===== config.mk =====
export PLATFORM = sky130hd
export DESIGN_NAME = bjt_pin_type_hfe_identifier
export DESIGN_NICKNAME = d
export VERILOG_FILES = /design/src/rtl/bjtid_pkg.sv /design/src/rtl/bjt_pin_type_hfe_identifier.sv /design/src/rtl/bjtid_gain.sv
export SDC_FILE = /design/constraint.sdc
export NUM_CORES = 1
export LEC_CHECK = 0
export BUFFER_PORTS_ARGS = -buffer_cell sky130_fd_sc_hd__buf_2
export CAP_MARGIN = 0
export CORE_ASPECT_RATIO = 1.4
export CORE_UTILIZATION = 35
export DETAILED_ROUTE_END_ITERATION = 16
export SYNTH_ARGS = -nofsm -noshare
export SYNTH_HDL_FRONTEND = slang
export SYNTH_HIERARCHICAL = 1
export SYNTH_SLANG_ARGS = --single-unit
export TNS_END_PERCENT = 50

===== constraint.sdc =====
create_clock -name clk_i -period 16.1 [get_ports clk_i]
set_input_delay 0 -clock clk_i [delete_from_list [all_inputs] [get_ports clk_i]]
set_output_delay 0 -clock clk_i [all_outputs]
set_load 0.005 [all_outputs]

===== src/rtl/bjtid_pkg.sv =====
// types, codes and request builders for the bjt pinout and gain identifier
package bjtid_pkg;

  // sample and gain arithmetic widths
  localparam int unsigned ADC_BITS  = 10;
  localparam int unsigned HFE_W     = 16;
  localparam int unsigned PROD_W    = 2 * ADC_BITS;
  localparam int unsigned DIV_STEPS = PROD_W;
  localparam int unsigned STEP_W    = $clog2(DIV_STEPS);
  localparam int unsigned CFG_W     = 16;
  localparam int unsigned CFG_IDX_W = 3;

  // configuration register indexes
  localparam logic [CFG_IDX_W-1:0] REG_VF_LOW    = 3'd0;
  localparam logic [CFG_IDX_W-1:0] REG_VF_HIGH   = 3'd1;
  localparam logic [CFG_IDX_W-1:0] REG_HB_MIN    = 3'd2;
  localparam logic [CFG_IDX_W-1:0] REG_RATIO     = 3'd3;
  localparam logic [CFG_IDX_W-1:0] REG_FULL      = 3'd4;
  localparam logic [CFG_IDX_W-1:0] REG_HFE_MAX   = 3'd5;
  localparam logic [CFG_IDX_W-1:0] REG_DIODE_SET = 3'd6;
  localparam logic [CFG_IDX_W-1:0] REG_HFE_SET   = 3'd7;

  // input mode and output kind codes
  localparam logic MODE_START  = 1'b0;
  localparam logic MODE_SAMPLE = 1'b1;
  localparam logic KIND_REQ    = 1'b0;
  localparam logic KIND_RESULT = 1'b1;

  // pass patterns of the four diode tests
  localparam logic [3:0] FLAGS_NPN = 4'b0011;
  localparam logic [3:0] FLAGS_PNP = 4'b1100;

  localparam logic [1:0] PIN0     = 2'd0;
  localparam logic [1:0] PIN1     = 2'd1;
  localparam logic [1:0] PIN2     = 2'd2;
  localparam logic [1:0] LAST_TEST = 2'd3;

  typedef enum logic [2:0] {
    DRV_OFF       = 3'd0,
    DRV_HIGH      = 3'd1,
    DRV_LOW       = 3'd2,
    DRV_WEAK_HIGH = 3'd3,
    DRV_WEAK_LOW  = 3'd4
  } drive_e;

  typedef enum logic [2:0] {
    PH_IDLE,
    PH_DIODE_A,
    PH_DIODE_B,
    PH_GAIN1_A,
    PH_GAIN1_B,
    PH_GAIN2_A,
    PH_GAIN2_B
  } phase_e;

  typedef enum logic [1:0] {
    GS_IDLE,
    GS_MUL,
    GS_DIV,
    GS_DONE
  } gain_state_e;

  typedef struct packed {
    logic                mode;
    logic [ADC_BITS-1:0] adc_sample;
  } in_t;

  typedef struct packed {
    logic             kind;
    drive_e           pin0_drive;
    drive_e           pin1_drive;
    drive_e           pin2_drive;
    logic [1:0]       sense_pin;
    logic [7:0]       settle_ms;
    logic             found;
    logic             is_npn;
    logic [1:0]       base_pin;
    logic [1:0]       collector_pin;
    logic [1:0]       emitter_pin;
    logic [HFE_W-1:0] hfe;
  } out_t;

  // sequencer to gain unit
  typedef struct packed {
    logic start;
    logic ack;
  } gain_ctl_t;

  // gain unit to sequencer
  typedef struct packed {
    logic busy;
    logic done;
  } gain_sts_t;

  // lower and higher of the two pins that are not the base
  function automatic logic [1:0] other_lo(input logic [1:0] b);
    return (b == PIN0) ? PIN1 : PIN0;
  endfunction

  function automatic logic [1:0] other_hi(input logic [1:0] b);
    return (b == PIN2) ? PIN1 : PIN2;
  endfunction

  // request with up to three driven pins, the rest released
  function automatic out_t make_req(input logic [1:0] pa, input drive_e da,
                                    input logic [1:0] pb, input drive_e db,
                                    input logic [1:0] pc, input drive_e dc,
                                    input logic [1:0] sense, input logic [7:0] settle);
    out_t o;
    o            = '0;
    o.kind       = KIND_REQ;
    o.pin0_drive = (pa == PIN0) ? da : (pb == PIN0) ? db : (pc == PIN0) ? dc : DRV_OFF;
    o.pin1_drive = (pa == PIN1) ? da : (pb == PIN1) ? db : (pc == PIN1) ? dc : DRV_OFF;
    o.pin2_drive = (pa == PIN2) ? da : (pb == PIN2) ? db : (pc == PIN2) ? dc : DRV_OFF;
    o.sense_pin  = sense;
    o.settle_ms  = settle;
    return o;
  endfunction

  // diode test: b->x, b->y, x->b, y->b
  function automatic out_t diode_req(input logic [1:0] b, input logic [1:0] test,
                                     input logic second, input logic [7:0] settle);
    logic [1:0] from_pin;
    logic [1:0] to_pin;
    unique case (test)
      2'd0: begin
        from_pin = b;
        to_pin   = other_lo(b);
      end
      2'd1: begin
        from_pin = b;
        to_pin   = other_hi(b);
      end
      2'd2: begin
        from_pin = other_lo(b);
        to_pin   = b;
      end
      default: begin
        from_pin = other_hi(b);
        to_pin   = b;
      end
    endcase
    return make_req(from_pin, DRV_HIGH, to_pin, DRV_LOW, from_pin, DRV_HIGH,
                    second ? to_pin : from_pin, second ? 8'd0 : settle);
  endfunction

  // gain measurement with collector on the low (orient 0) or high other pin
  function automatic out_t gain_req(input logic [1:0] b, input logic npn,
                                    input logic orient, input logic second,
                                    input logic [7:0] settle);
    logic [1:0] coll;
    logic [1:0] emit;
    coll = orient ? other_hi(b) : other_lo(b);
    emit = orient ? other_lo(b) : other_hi(b);
    return make_req(b, npn ? DRV_WEAK_HIGH : DRV_WEAK_LOW,
                    coll, npn ? DRV_HIGH : DRV_LOW,
                    emit, npn ? DRV_LOW : DRV_HIGH,
                    second ? coll : b, second ? 8'd0 : settle);
  endfunction

endpackage


===== src/rtl/bjt_pin_type_hfe_identifier.sv =====
// top level: pinout search sequencer, configuration registers and result register
//
// channel  dir  handshake                 payload
// in       in   in_valid_i / in_ready_o   in_data_i  (mode, adc_sample)
// out      out  out_valid_o / out_ready_i out_data_o (request or final result)
// cfg      in   cfg_we_i                  cfg_idx_i, cfg_data_i
//
// a start or diode/first-gain sample loads its request into the output register when accepted
// each second gain sample runs the shared gain unit: one multiply plus a
// 20-step serial divide, and no next request is taken until the unit has finished
// in_ready_o is low while the gain unit works or while a request waits unclaimed
// and out_ready_i is low; reset clears the sequencer and loads the register defaults
module bjt_pin_type_hfe_identifier (
  input  logic                             clk_i,
  input  logic                             rst_ni,
  input  logic                             in_valid_i,
  output logic                             in_ready_o,
  input  bjtid_pkg::in_t                   in_data_i,
  output logic                             out_valid_o,
  input  logic                             out_ready_i,
  output bjtid_pkg::out_t                  out_data_o,
  input  logic                             cfg_we_i,
  input  logic [bjtid_pkg::CFG_IDX_W-1:0]  cfg_idx_i,
  input  logic [bjtid_pkg::CFG_W-1:0]      cfg_data_i
);
  import bjtid_pkg::*;

  // configuration registers
  logic [ADC_BITS-1:0] vf_low_q, vf_high_q, hb_min_q, ratio_q, full_q;
  logic [HFE_W-1:0]    hfe_max_q;
  logic [7:0]          diode_set_q, hfe_set_q;

  // sequencer state
  phase_e              phase_q, phase_d;
  logic [1:0]          base_q, base_d;
  logic [1:0]          test_q, test_d;
  logic [ADC_BITS-1:0] first_q, first_d;
  logic [3:0]          flags_q, flags_d;
  logic                npn_q, npn_d;
  logic [HFE_W-1:0]    gain1_q, gain1_d;

  // output register
  logic                out_valid_q, out_valid_d;
  out_t                out_q, out_d;
  logic                out_load;

  logic                acc;
  logic                out_free;
  logic [ADC_BITS-1:0] s;
  logic signed [ADC_BITS:0] vf;
  logic                pass;
  logic [3:0]          flags_n;
  logic                pick_first;
  out_t                fin;

  gain_ctl_t           gctl;
  gain_sts_t           gsts;
  logic [HFE_W-1:0]    gain;

  assign out_free   = !out_valid_q || out_ready_i;
  assign in_ready_o = !gsts.busy && out_free;
  assign acc        = in_valid_i && in_ready_o;
  assign s          = in_data_i.adc_sample;

  // configuration writes
  always_ff @(posedge clk_i or negedge rst_ni) begin
    if (!rst_ni) begin
      vf_low_q    <= ADC_BITS'(30);
      vf_high_q   <= ADC_BITS'(246);
      hb_min_q    <= ADC_BITS'(3);
      ratio_q     <= ADC_BITS'(100);
      full_q      <= ADC_BITS'(1023);
      hfe_max_q   <= HFE_W'(999);
      diode_set_q <= 8'd5;
      hfe_set_q   <= 8'd10;
    end else if (cfg_we_i) begin
      unique case (cfg_idx_i)
        REG_VF_LOW:    vf_low_q    <= cfg_data_i[ADC_BITS-1:0];
        REG_VF_HIGH:   vf_high_q   <= cfg_data_i[ADC_BITS-1:0];
        REG_HB_MIN:    hb_min_q    <= cfg_data_i[ADC_BITS-1:0];
        REG_RATIO:     ratio_q     <= cfg_data_i[ADC_BITS-1:0];
        REG_FULL:      full_q      <= cfg_data_i[ADC_BITS-1:0];
        REG_HFE_MAX:   hfe_max_q   <= cfg_data_i[HFE_W-1:0];
        REG_DIODE_SET: diode_set_q <= cfg_data_i[7:0];
        REG_HFE_SET:   hfe_set_q   <= cfg_data_i[7:0];
        default: begin
        end
      endcase
    end
  end

  // diode test verdict and flag update
  always_comb begin
    vf      = $signed({1'b0, first_q}) - $signed({1'b0, s});
    pass    = (vf > $signed({1'b0, vf_low_q})) && (vf < $signed({1'b0, vf_high_q}));
    flags_n = flags_q | (4'(pass) << test_q);
  end

  // final result from the two gains
  always_comb begin
    pick_first        = (gain1_q >= gain);
    fin               = '0;
    fin.kind          = KIND_RESULT;
    fin.found         = 1'b1;
    fin.is_npn        = npn_q;
    fin.base_pin      = base_q;
    fin.collector_pin = pick_first ? other_lo(base_q) : other_hi(base_q);
    fin.emitter_pin   = pick_first ? other_hi(base_q) : other_lo(base_q);
    fin.hfe           = pick_first ? gain1_q : gain;
  end

  // sequencer next state and request generation
  always_comb begin
    phase_d    = phase_q;
    base_d     = base_q;
    test_d     = test_q;
    first_d    = first_q;
    flags_d    = flags_q;
    npn_d      = npn_q;
    gain1_d    = gain1_q;
    out_load   = 1'b0;
    out_d      = out_q;
    gctl.start = 1'b0;
    gctl.ack   = 1'b0;

    // gain unit finished
    if (gsts.done) begin
      if (phase_q == PH_GAIN1_B) begin
        gain1_d  = gain;
        phase_d  = PH_GAIN2_A;
        gctl.ack = 1'b1;
      end else if (out_free) begin
        out_load = 1'b1;
        out_d    = fin;
        phase_d  = PH_IDLE;
        gctl.ack = 1'b1;
      end
    end

    // accepted request
    if (acc) begin
      if (in_data_i.mode == MODE_START) begin
        base_d   = PIN0;
        test_d   = '0;
        flags_d  = '0;
        npn_d    = 1'b0;
        gain1_d  = '0;
        first_d  = '0;
        phase_d  = PH_DIODE_A;
        out_load = 1'b1;
        out_d    = diode_req(PIN0, 2'd0, 1'b0, diode_set_q);
      end else begin
        unique case (phase_q)
          PH_DIODE_A: begin
            first_d  = s;
            phase_d  = PH_DIODE_B;
            out_load = 1'b1;
            out_d    = diode_req(base_q, test_q, 1'b1, diode_set_q);
          end
          PH_DIODE_B: begin
            out_load = 1'b1;
            flags_d  = flags_n;
            if (test_q != LAST_TEST) begin
              test_d  = test_q + 2'd1;
              phase_d = PH_DIODE_A;
              out_d   = diode_req(base_q, test_q + 2'd1, 1'b0, diode_set_q);
            end else if (flags_n == FLAGS_NPN || flags_n == FLAGS_PNP) begin
              npn_d   = (flags_n == FLAGS_NPN);
              phase_d = PH_GAIN1_A;
              out_d   = gain_req(base_q, flags_n == FLAGS_NPN, 1'b0, 1'b0, hfe_set_q);
            end else if (base_q != PIN2) begin
              base_d  = base_q + 2'd1;
              test_d  = '0;
              flags_d = '0;
              phase_d = PH_DIODE_A;
              out_d   = diode_req(base_q + 2'd1, 2'd0, 1'b0, diode_set_q);
            end else begin
              phase_d    = PH_IDLE;
              out_d      = '0;
              out_d.kind = KIND_RESULT;
            end
          end
          PH_GAIN1_A: begin
            first_d  = s;
            phase_d  = PH_GAIN1_B;
            out_load = 1'b1;
            out_d    = gain_req(base_q, npn_q, 1'b0, 1'b1, hfe_set_q);
          end
          PH_GAIN1_B: begin
            gctl.start = 1'b1;
            out_load   = 1'b1;
            out_d      = gain_req(base_q, npn_q, 1'b1, 1'b0, hfe_set_q);
          end
          PH_GAIN2_A: begin
            first_d  = s;
            phase_d  = PH_GAIN2_B;
            out_load = 1'b1;
            out_d    = gain_req(base_q, npn_q, 1'b1, 1'b1, hfe_set_q);
          end
          PH_GAIN2_B: begin
            gctl.start = 1'b1;
          end
          default: begin
          end
        endcase
      end
    end

    if (out_load) begin
      out_valid_d = 1'b1;
    end else if (out_ready_i) begin
      out_valid_d = 1'b0;
    end else begin
      out_valid_d = out_valid_q;
    end
  end

  // sequencer and output control registers
  always_ff @(posedge clk_i or negedge rst_ni) begin
    if (!rst_ni) begin
      phase_q     <= PH_IDLE;
      base_q      <= '0;
      test_q      <= '0;
      first_q     <= '0;
      flags_q     <= '0;
      npn_q       <= 1'b0;
      gain1_q     <= '0;
      out_valid_q <= 1'b0;
    end else begin
      phase_q     <= phase_d;
      base_q      <= base_d;
      test_q      <= test_d;
      first_q     <= first_d;
      flags_q     <= flags_d;
      npn_q       <= npn_d;
      gain1_q     <= gain1_d;
      out_valid_q <= out_valid_d;
    end
  end

  // result payload
  always_ff @(posedge clk_i) begin
    if (out_load) begin
      out_q <= out_d;
    end
  end

  assign out_valid_o = out_valid_q;
  assign out_data_o  = out_q;

  // shared gain unit
  bjtid_gain u_gain (
    .clk_i       (clk_i),
    .rst_ni      (rst_ni),
    .ctl_i       (gctl),
    .npn_i       (npn_q),
    .bcode_i     (first_q),
    .ccode_i     (s),
    .full_scale_i(full_q),
    .ratio_i     (ratio_q),
    .hb_min_i    (hb_min_q),
    .hfe_max_i   (hfe_max_q),
    .sts_o       (gsts),
    .gain_o      (gain)
  );

  // gain unit only launched on a second gain sample
  assert property (@(posedge clk_i) disable iff (!rst_ni)
    gctl.start |-> (phase_q == PH_GAIN1_B || phase_q == PH_GAIN2_B))
    else $error("gain unit started outside a gain sample");

  // gain phases only entered with a clean npn or pnp pattern
  assert property (@(posedge clk_i) disable iff (!rst_ni)
    (phase_q == PH_GAIN1_A) |-> (flags_q == FLAGS_NPN || flags_q == FLAGS_PNP))
    else $error("gain phase without a valid diode pattern");

  // an identified part has three distinct pins and a saturated gain
  assert property (@(posedge clk_i) disable iff (!rst_ni)
    (out_valid_o && out_data_o.kind == KIND_RESULT && out_data_o.found) |->
      (out_data_o.base_pin != out_data_o.collector_pin &&
       out_data_o.base_pin != out_data_o.emitter_pin &&
       out_data_o.collector_pin != out_data_o.emitter_pin &&
       out_data_o.hfe <= hfe_max_q))
    else $error("inconsistent identification result");

  // the output register is never overwritten while a request waits
  assert property (@(posedge clk_i) disable iff (!rst_ni)
    (out_valid_q && !out_ready_i) |-> !out_load)
    else $error("pending request overwritten");

endmodule


===== src/rtl/bjtid_gain.sv =====
// gain unit: headroom, one multiply, then a bit-serial restoring divide
module bjtid_gain (
  input  logic                          clk_i,
  input  logic                          rst_ni,
  input  bjtid_pkg::gain_ctl_t          ctl_i,
  input  logic                          npn_i,
  input  logic [bjtid_pkg::ADC_BITS-1:0] bcode_i,
  input  logic [bjtid_pkg::ADC_BITS-1:0] ccode_i,
  input  logic [bjtid_pkg::ADC_BITS-1:0] full_scale_i,
  input  logic [bjtid_pkg::ADC_BITS-1:0] ratio_i,
  input  logic [bjtid_pkg::ADC_BITS-1:0] hb_min_i,
  input  logic [bjtid_pkg::HFE_W-1:0]    hfe_max_i,
  output bjtid_pkg::gain_sts_t          sts_o,
  output logic [bjtid_pkg::HFE_W-1:0]    gain_o
);
  import bjtid_pkg::*;

  gain_state_e         state_q, state_d;
  logic                npn_q;
  logic [ADC_BITS-1:0] bcode_q;
  logic [ADC_BITS-1:0] ccode_q;
  logic [ADC_BITS-1:0] div_q;
  logic [ADC_BITS-1:0] rem_q;
  logic [PROD_W-1:0]   quo_q;
  logic [STEP_W-1:0]   step_q;
  logic                zero_q;

  logic signed [ADC_BITS:0] hb;
  logic signed [ADC_BITS:0] hc;
  logic                     hb_zero;
  logic [ADC_BITS:0]        trial;
  logic                     ge;

  // headrooms from the two latched codes
  always_comb begin
    if (npn_q) begin
      hb = $signed({1'b0, full_scale_i}) - $signed({1'b0, bcode_q});
      hc = $signed({1'b0, full_scale_i}) - $signed({1'b0, ccode_q});
    end else begin
      hb = $signed({1'b0, bcode_q});
      hc = $signed({1'b0, ccode_q});
    end
    hb_zero = (hb <= 0) || (hb < $signed({1'b0, hb_min_i})) || (hc <= 0);
  end

  // one restoring divide step
  always_comb begin
    trial = {rem_q, quo_q[PROD_W-1]};
    ge    = (trial >= {1'b0, div_q});
  end

  // sequencer
  always_comb begin
    state_d = state_q;
    unique case (state_q)
      GS_IDLE: if (ctl_i.start) state_d = GS_MUL;
      GS_MUL:  state_d = GS_DIV;
      GS_DIV:  if (step_q == STEP_W'(DIV_STEPS - 1)) state_d = GS_DONE;
      GS_DONE: if (ctl_i.ack) state_d = GS_IDLE;
      default: state_d = GS_IDLE;
    endcase
  end

  always_ff @(posedge clk_i or negedge rst_ni) begin
    if (!rst_ni) begin
      state_q <= GS_IDLE;
    end else begin
      state_q <= state_d;
    end
  end

  // operand latch, multiply and divide datapath
  always_ff @(posedge clk_i) begin
    unique case (state_q)
      GS_IDLE: begin
        if (ctl_i.start) begin
          npn_q   <= npn_i;
          bcode_q <= bcode_i;
          ccode_q <= ccode_i;
        end
      end
      GS_MUL: begin
        zero_q <= hb_zero;
        div_q  <= hb[ADC_BITS-1:0];
        quo_q  <= PROD_W'(ratio_i) * PROD_W'(hc[ADC_BITS-1:0]);
        rem_q  <= '0;
        step_q <= '0;
      end
      GS_DIV: begin
        rem_q  <= ge ? ADC_BITS'(trial - {1'b0, div_q}) : trial[ADC_BITS-1:0];
        quo_q  <= {quo_q[PROD_W-2:0], ge};
        step_q <= step_q + STEP_W'(1);
      end
      default: begin
      end
    endcase
  end

  // saturated result, held until acknowledged
  always_comb begin
    if (zero_q) begin
      gain_o = '0;
    end else if (quo_q > PROD_W'(hfe_max_i)) begin
      gain_o = hfe_max_i;
    end else begin
      gain_o = quo_q[HFE_W-1:0];
    end
  end

  assign sts_o.busy = (state_q != GS_IDLE);
  assign sts_o.done = (state_q == GS_DONE);

endmodule

==> After elaboration in Yosys (flattened, before gate mapping) <==
Cells that the tools add are included.
{ "word_totals": {"output_inout_bits": 46, "reg_bits": 234, "elab_cells": 322, "in_bits": 35} }
{ "op_classes": {"n_mux": 161, "bitwise": 1, "mul": 1, "n_eq_ne": 58, "order_cmp": 8, "reduce_logical": 48, "n_shift": 1, "n_addsub": 7} }
{ "ops": {"columns": ["operator", "n"], "rows": [
  ["2-to-1 mux 44 bit", 8],
  ["one-hot mux 44 bit (5 select lines)", 1],
  ["2-to-1 mux 2 bit", 84],
  ["2-to-1 mux 16 bit", 7],
  ["2-to-1 mux 3 bit", 22],
  ["one-hot mux 20 bit (2 select lines)", 1],
  ["subtractor 10 x 10 -> 11 bit", 3],
  ["zero test 2 bit", 15],
  ["2-to-1 mux 10 bit", 3],
  ["== test 2 bit (second input constant)", 14],
  ["== test 2 x 1 -> 1 bit (second input constant)", 13],
  ["less-or-equal comparator 11 x 1 -> 1 bit (second input constant)", 2],
  ["less-than comparator 11 bit", 2],
  ["2-to-1 mux 11 bit", 2],
  ["AND reduction 2 bit", 11],
  ["== test 3 bit (second input constant)", 7],
  ["greater-than comparator 20 x 16 -> 1 bit", 1],
  ["multiplier 10 x 10 -> 20 bit", 1],
  ["2-to-1 mux 1 bit", 20],
  ["2-to-1 mux 4 bit", 5],
  ["one-hot mux 10 bit (2 select lines)", 1],
  ["greater-or-equal comparator 16 bit", 1],
  ["one-hot mux 2 bit (2 select lines)", 4],
  ["inequality test 2 bit (second input constant)", 7],
  ["31 further kinds", 50]
]} }

==> Longest topological paths before layout <==
{ "logic_depth": {"ltp_word": 21, "mapped_depth": 29} }

==> Modules after synthesis <==
The synthesis kept the hierarchy.
{ "by_module_without_submodules": {"columns": ["module", "cells_each", "area_per_inst_um2", "seq_area_each_um2", "n_inst"], "rows": [
  ["bjt_pin_type_hfe_identifier", 1024, 9920.8, 4395.5, 1],
  ["bjtid_gain", 904, 8381.8, 2062.0, 1]
]} }

==> Worst setup path after synthesis <==
OpenSTA, ideal clock, no wires.
{ "synth_path": {"path_kind": "reg-to-reg", "from": "register full_q[1]", "to": "register u_gain.quo_q[19], data pin", "path_stages_with_launch": 24, "setup_time_ns": 0.268, "required_ns": 15.832, "slack_ns": 9.476, "t_arrival_ns": 6.356, "period_less_slack_ns": 6.624, "cell_sequence": "dfstp_2 -> ha_1 -> nor2b_4 -> o31a_1 -> or4_4 -> a41o_1 -> o311ai_1 -> clkbuf_1 -> nand2_1 -> fa_1 -> fa_1 -> inv_1 -> fa_1 -> fa_1 -> inv_1 -> fa_1 -> inv_1 -> ha_1 -> and4_1 -> nor2b_1 -> and3_1 -> a2111oi_0 -> xnor2_1 -> o21ai_0"} }
{ "synth_between": {"elab_chain_len": 4} }
{ "synth_lines": {"columns": ["item", "line", "source"], "rows": [
  ["start, declared", "bjt_pin_type_hfe_identifier.sv:29", "logic [ADC_BITS-1:0] vf_low_q, vf_high_q, hb_min_q, ratio_q, full_q;"],
  ["start signal, assigned", "bjt_pin_type_hfe_identifier.sv:82", "REG_FULL: full_q <= cfg_data_i[ADC_BITS-1:0];"],
  ["subtractor 10 x 10 -> 11 bit", "bjtid_gain.sv:38", "hc = $signed({1'b0, full_scale_i}) - $signed({1'b0, ccode_q});"],
  ["2-to-1 mux 11 bit", "bjtid_gain.sv:36", "if (npn_q) begin"],
  ["multiplier 10 x 10 -> 20 bit", "bjtid_gain.sv:85", "quo_q <= PROD_W'(ratio_i) * PROD_W'(hc[ADC_BITS-1:0]);"],
  ["one-hot mux 20 bit (2 select lines)", "bjtid_gain.sv:74", "unique case (state_q)"],
  ["end signal, assigned", "bjtid_gain.sv:85", null],
  ["end signal, assigned", "bjtid_gain.sv:91", "quo_q <= {quo_q[PROD_W-2:0], ge};"],
  ["end, declared", "bjtid_gain.sv:24", "logic [PROD_W-1:0] quo_q;"]
]} }
No other way between the ends.
A chain may end at the register's enable or synchronous reset.

==> Worst setup path in the final report <==
Same ends and word-level chain as after synthesis.

==> results.tsv <==
metric	value	unit
outcome	finished clean	
startpoint_type	flip-flop	
slowest_delay	1.05	ns
clk_root_buffer_cell	clkbuf_16	
start_util	0.356	
grt_pass1_vias	15069	
grt_pass1_wl	80500	µm
num_antenna_cells	0	
place_area	19300	µm²
fin_tns_setup	0	ns
period_minus_slack	7.62	ns
clock_skew	0.0681	ns
yosys.area.top_type_share	0.182	
cts_setup_buffers	0	
io_buffers	80	
yosysSeqAreaShare	0.353	
postRouteAntennaNets	0	
ios	81	
grt_max_degree	68	
grt.busiest_layer	met2	
max_freq	0.131	GHz
ctsHtreeMaxLevel	1	
met2_usage	0.353	
cts_resized	0	
drv_cap	0	
synth_edf_count	111	
first_iter_violations	831	
firstDrtPassIters	5	
hold_viol	0	
path_clk_slew	0.06	ns
antenna_found_initial	0	
core_area	51400	µm²
synthArstFlopShare	0.526	
dieWidth	195	µm
cp-end-kind	flip-flop	
ys_types	94	
slowest_stage	o311ai_1	
worst_ep_required_time	16.38	ns
max-slew-margin-rel	0.146	
grt_usage	0.189	
synth.cell_area	18300	µm²
worstSetupStartpoint	full_q[1]	
synth.most_common_cell	inv_1	
overflow	0	
synth.avg_cell_area	9.49	µm²
clockBufferDepth	3	
ys_top_cells_by_count	inv_1 (232), nand2_1 (192), ha_1 (181)	
hold_class	primary input to asynchronous set/reset pin	
finalNetCount	2299	
cp.arrival	7.90	ns
numCtsBuffers	28	
clock_sinks	234	
r2r-start	full_q[1]	
netlist_instances	1928	
wl	49800	µm
critPathMostFrequentCell	fa_1	
slew_violations	0	
ys_top_cells_by_area	edfxtp_1 (18%), ha_1 (12%), dfrtp_1 (12%)	
yosysTopAreaCell	edfxtp_1	
design_area	20600	µm²
die_y	273	µm
gp_congestion	0.890	
drive_gt1_frac	0.140	
routedWlPerCell	18.5	µm
area_delta_synth_final	12.8	%
hold_buffers	40	
cp_max_fo	11	
clock_latency	0.61	ns
crit_chain	ha_1 -> nor2b_4 -> o31a_1 -> or4_4 -> a41o_1 -> o311ai_1 -> nand2_1 -> fa_1 -> fa_1 -> inv_1 -> fa_1 -> fa_1 -> inv_1 -> fa_1 -> inv_1 -> ha_1 -> and4_1 -> nor2b_1 -> and3_1 -> a2111oi_0 -> xnor2_1 -> o21ai_0	
hpwl	37200	µm
synth_nets	2210	
use_met3	0.0216	
setup_viol	0	
die_area	53200	µm²
ys_seq_elements	234	
period_share	0.473	
synth_flop_cell	edfxtp_1	
cts_tree	done	
tightest_slew	1.26	ns
remaining_drc_errors	0	
grt.met1_usage	0.216	
std_cell_rows	98	
via_count	14541	
routed_via_density	5.41	
critPathKind	flip-flop to flip-flop	
synth_warnings	6	
rsz0062_at_grt	false	
[cell type report]
type	count	area, µm²
inverters	235	882
well taps	650	813
clock buffers	38	779
multi-input cells	1373	10600
clock inverters	14	143
fillers	5059	30700
flip-flops and latches	234	6460
repair buffers	145	991
[registers in the layout, indices dropped and copies added (netlist names), 4 cells and up]
register / flops
flags_q: 4
vf_high_q: 10
diode_set_q: 8
u_gain/quo_q: 20
hfe_set_q: 8
vf_low_q: 10
first_q: 10
out_data_o: 44
u_gain/ccode_q: 10
u_gain/bcode_q: 10
hfe_max_q: 16
ratio_q: 10
gain1_q: 16
u_gain/rem_q: 10
full_q: 10
hb_min_q: 10
u_gain/div_q: 10
u_gain/step_q: 5
[critical path, delay by kind of cell (launching register included)]
| kind | cells | cell delay [ns] |
|---|---|---|
| adder cells (fa/ha/maj) | 7 | 2.97 |
| AO/OA/AOI/OAI | 5 | 2.17 |
| AND/OR/NAND/NOR | 6 | 1.30 |
| flip-flops | 1 | 0.58 |
| XOR/XNOR | 1 | 0.17 |
| buffers and inverters | 3 | 0.14 |
[kinds of logic after synthesis]
group / after synthesis / share of synthesized area
DFF: 234 / 0.353
adders and majority gates: 247 / 0.196
muxes: 96 / 0.0572
buffers and inverters: 321 / 0.0695
and+or+nand+nor: 535 / 0.143
AOI/OAI and AO/OA: 458 / 0.164
xor gates and xnor gates: 37 / 0.0177
[path summary, 6_finish.rpt]
path	end	slack, ns	depth (start not counted)
min in group clk_i	test_q[1]	0.07	4
max in group asynchronous	gain1_q[10]	14.60	3
setup reg to reg	u_gain/quo_q[19]	8.48	22
setup / recovery	u_gain/quo_q[19]	8.48	22
hold reg to reg	u_gain/bcode_q[7]	0.48	0
hold / removal	vf_high_q[3]	0.06	2
[layout by cell type (no fill, tap or decap), types with 31 or more instances in the layout]
cell	instances
ha_1	181
inv_1	231
nand3_1	46
mux2_2	68
nor2_1	90
dfstp_2	37
dlygate4sd3_1	40
nor2b_1	42
buf_2	79
fa_1	66
dfrtp_1	86
edfxtp_1	111
a31oi_1	31
nand2_1	192
o21ai_0	126
a21oi_1	103
and2_1	48
[stage by stage]
step                utilization  cells  hold slack, ns  setup WS (ns)
floorplan                     -   1928          -0.296           9.48
global placement          0.376   2597           0.189           8.71
detailed placement        0.376   2597           0.182           8.66
CTS                       0.402   2689          0.0391           8.58
global route              0.402   2689          0.0844           8.07
finish                    0.402   2689          0.0579           8.48
[layer usage]
layer	vias up	routed length [µm]
met1	7105	20000
met3	107	1940
met2	370	26100
met4	0	1780
li1	6959	-
met5	-	0
Power is left out: the tool's default activity adds up to more than one toggle a clock period on the data nets, which glitch-free logic cannot reach.
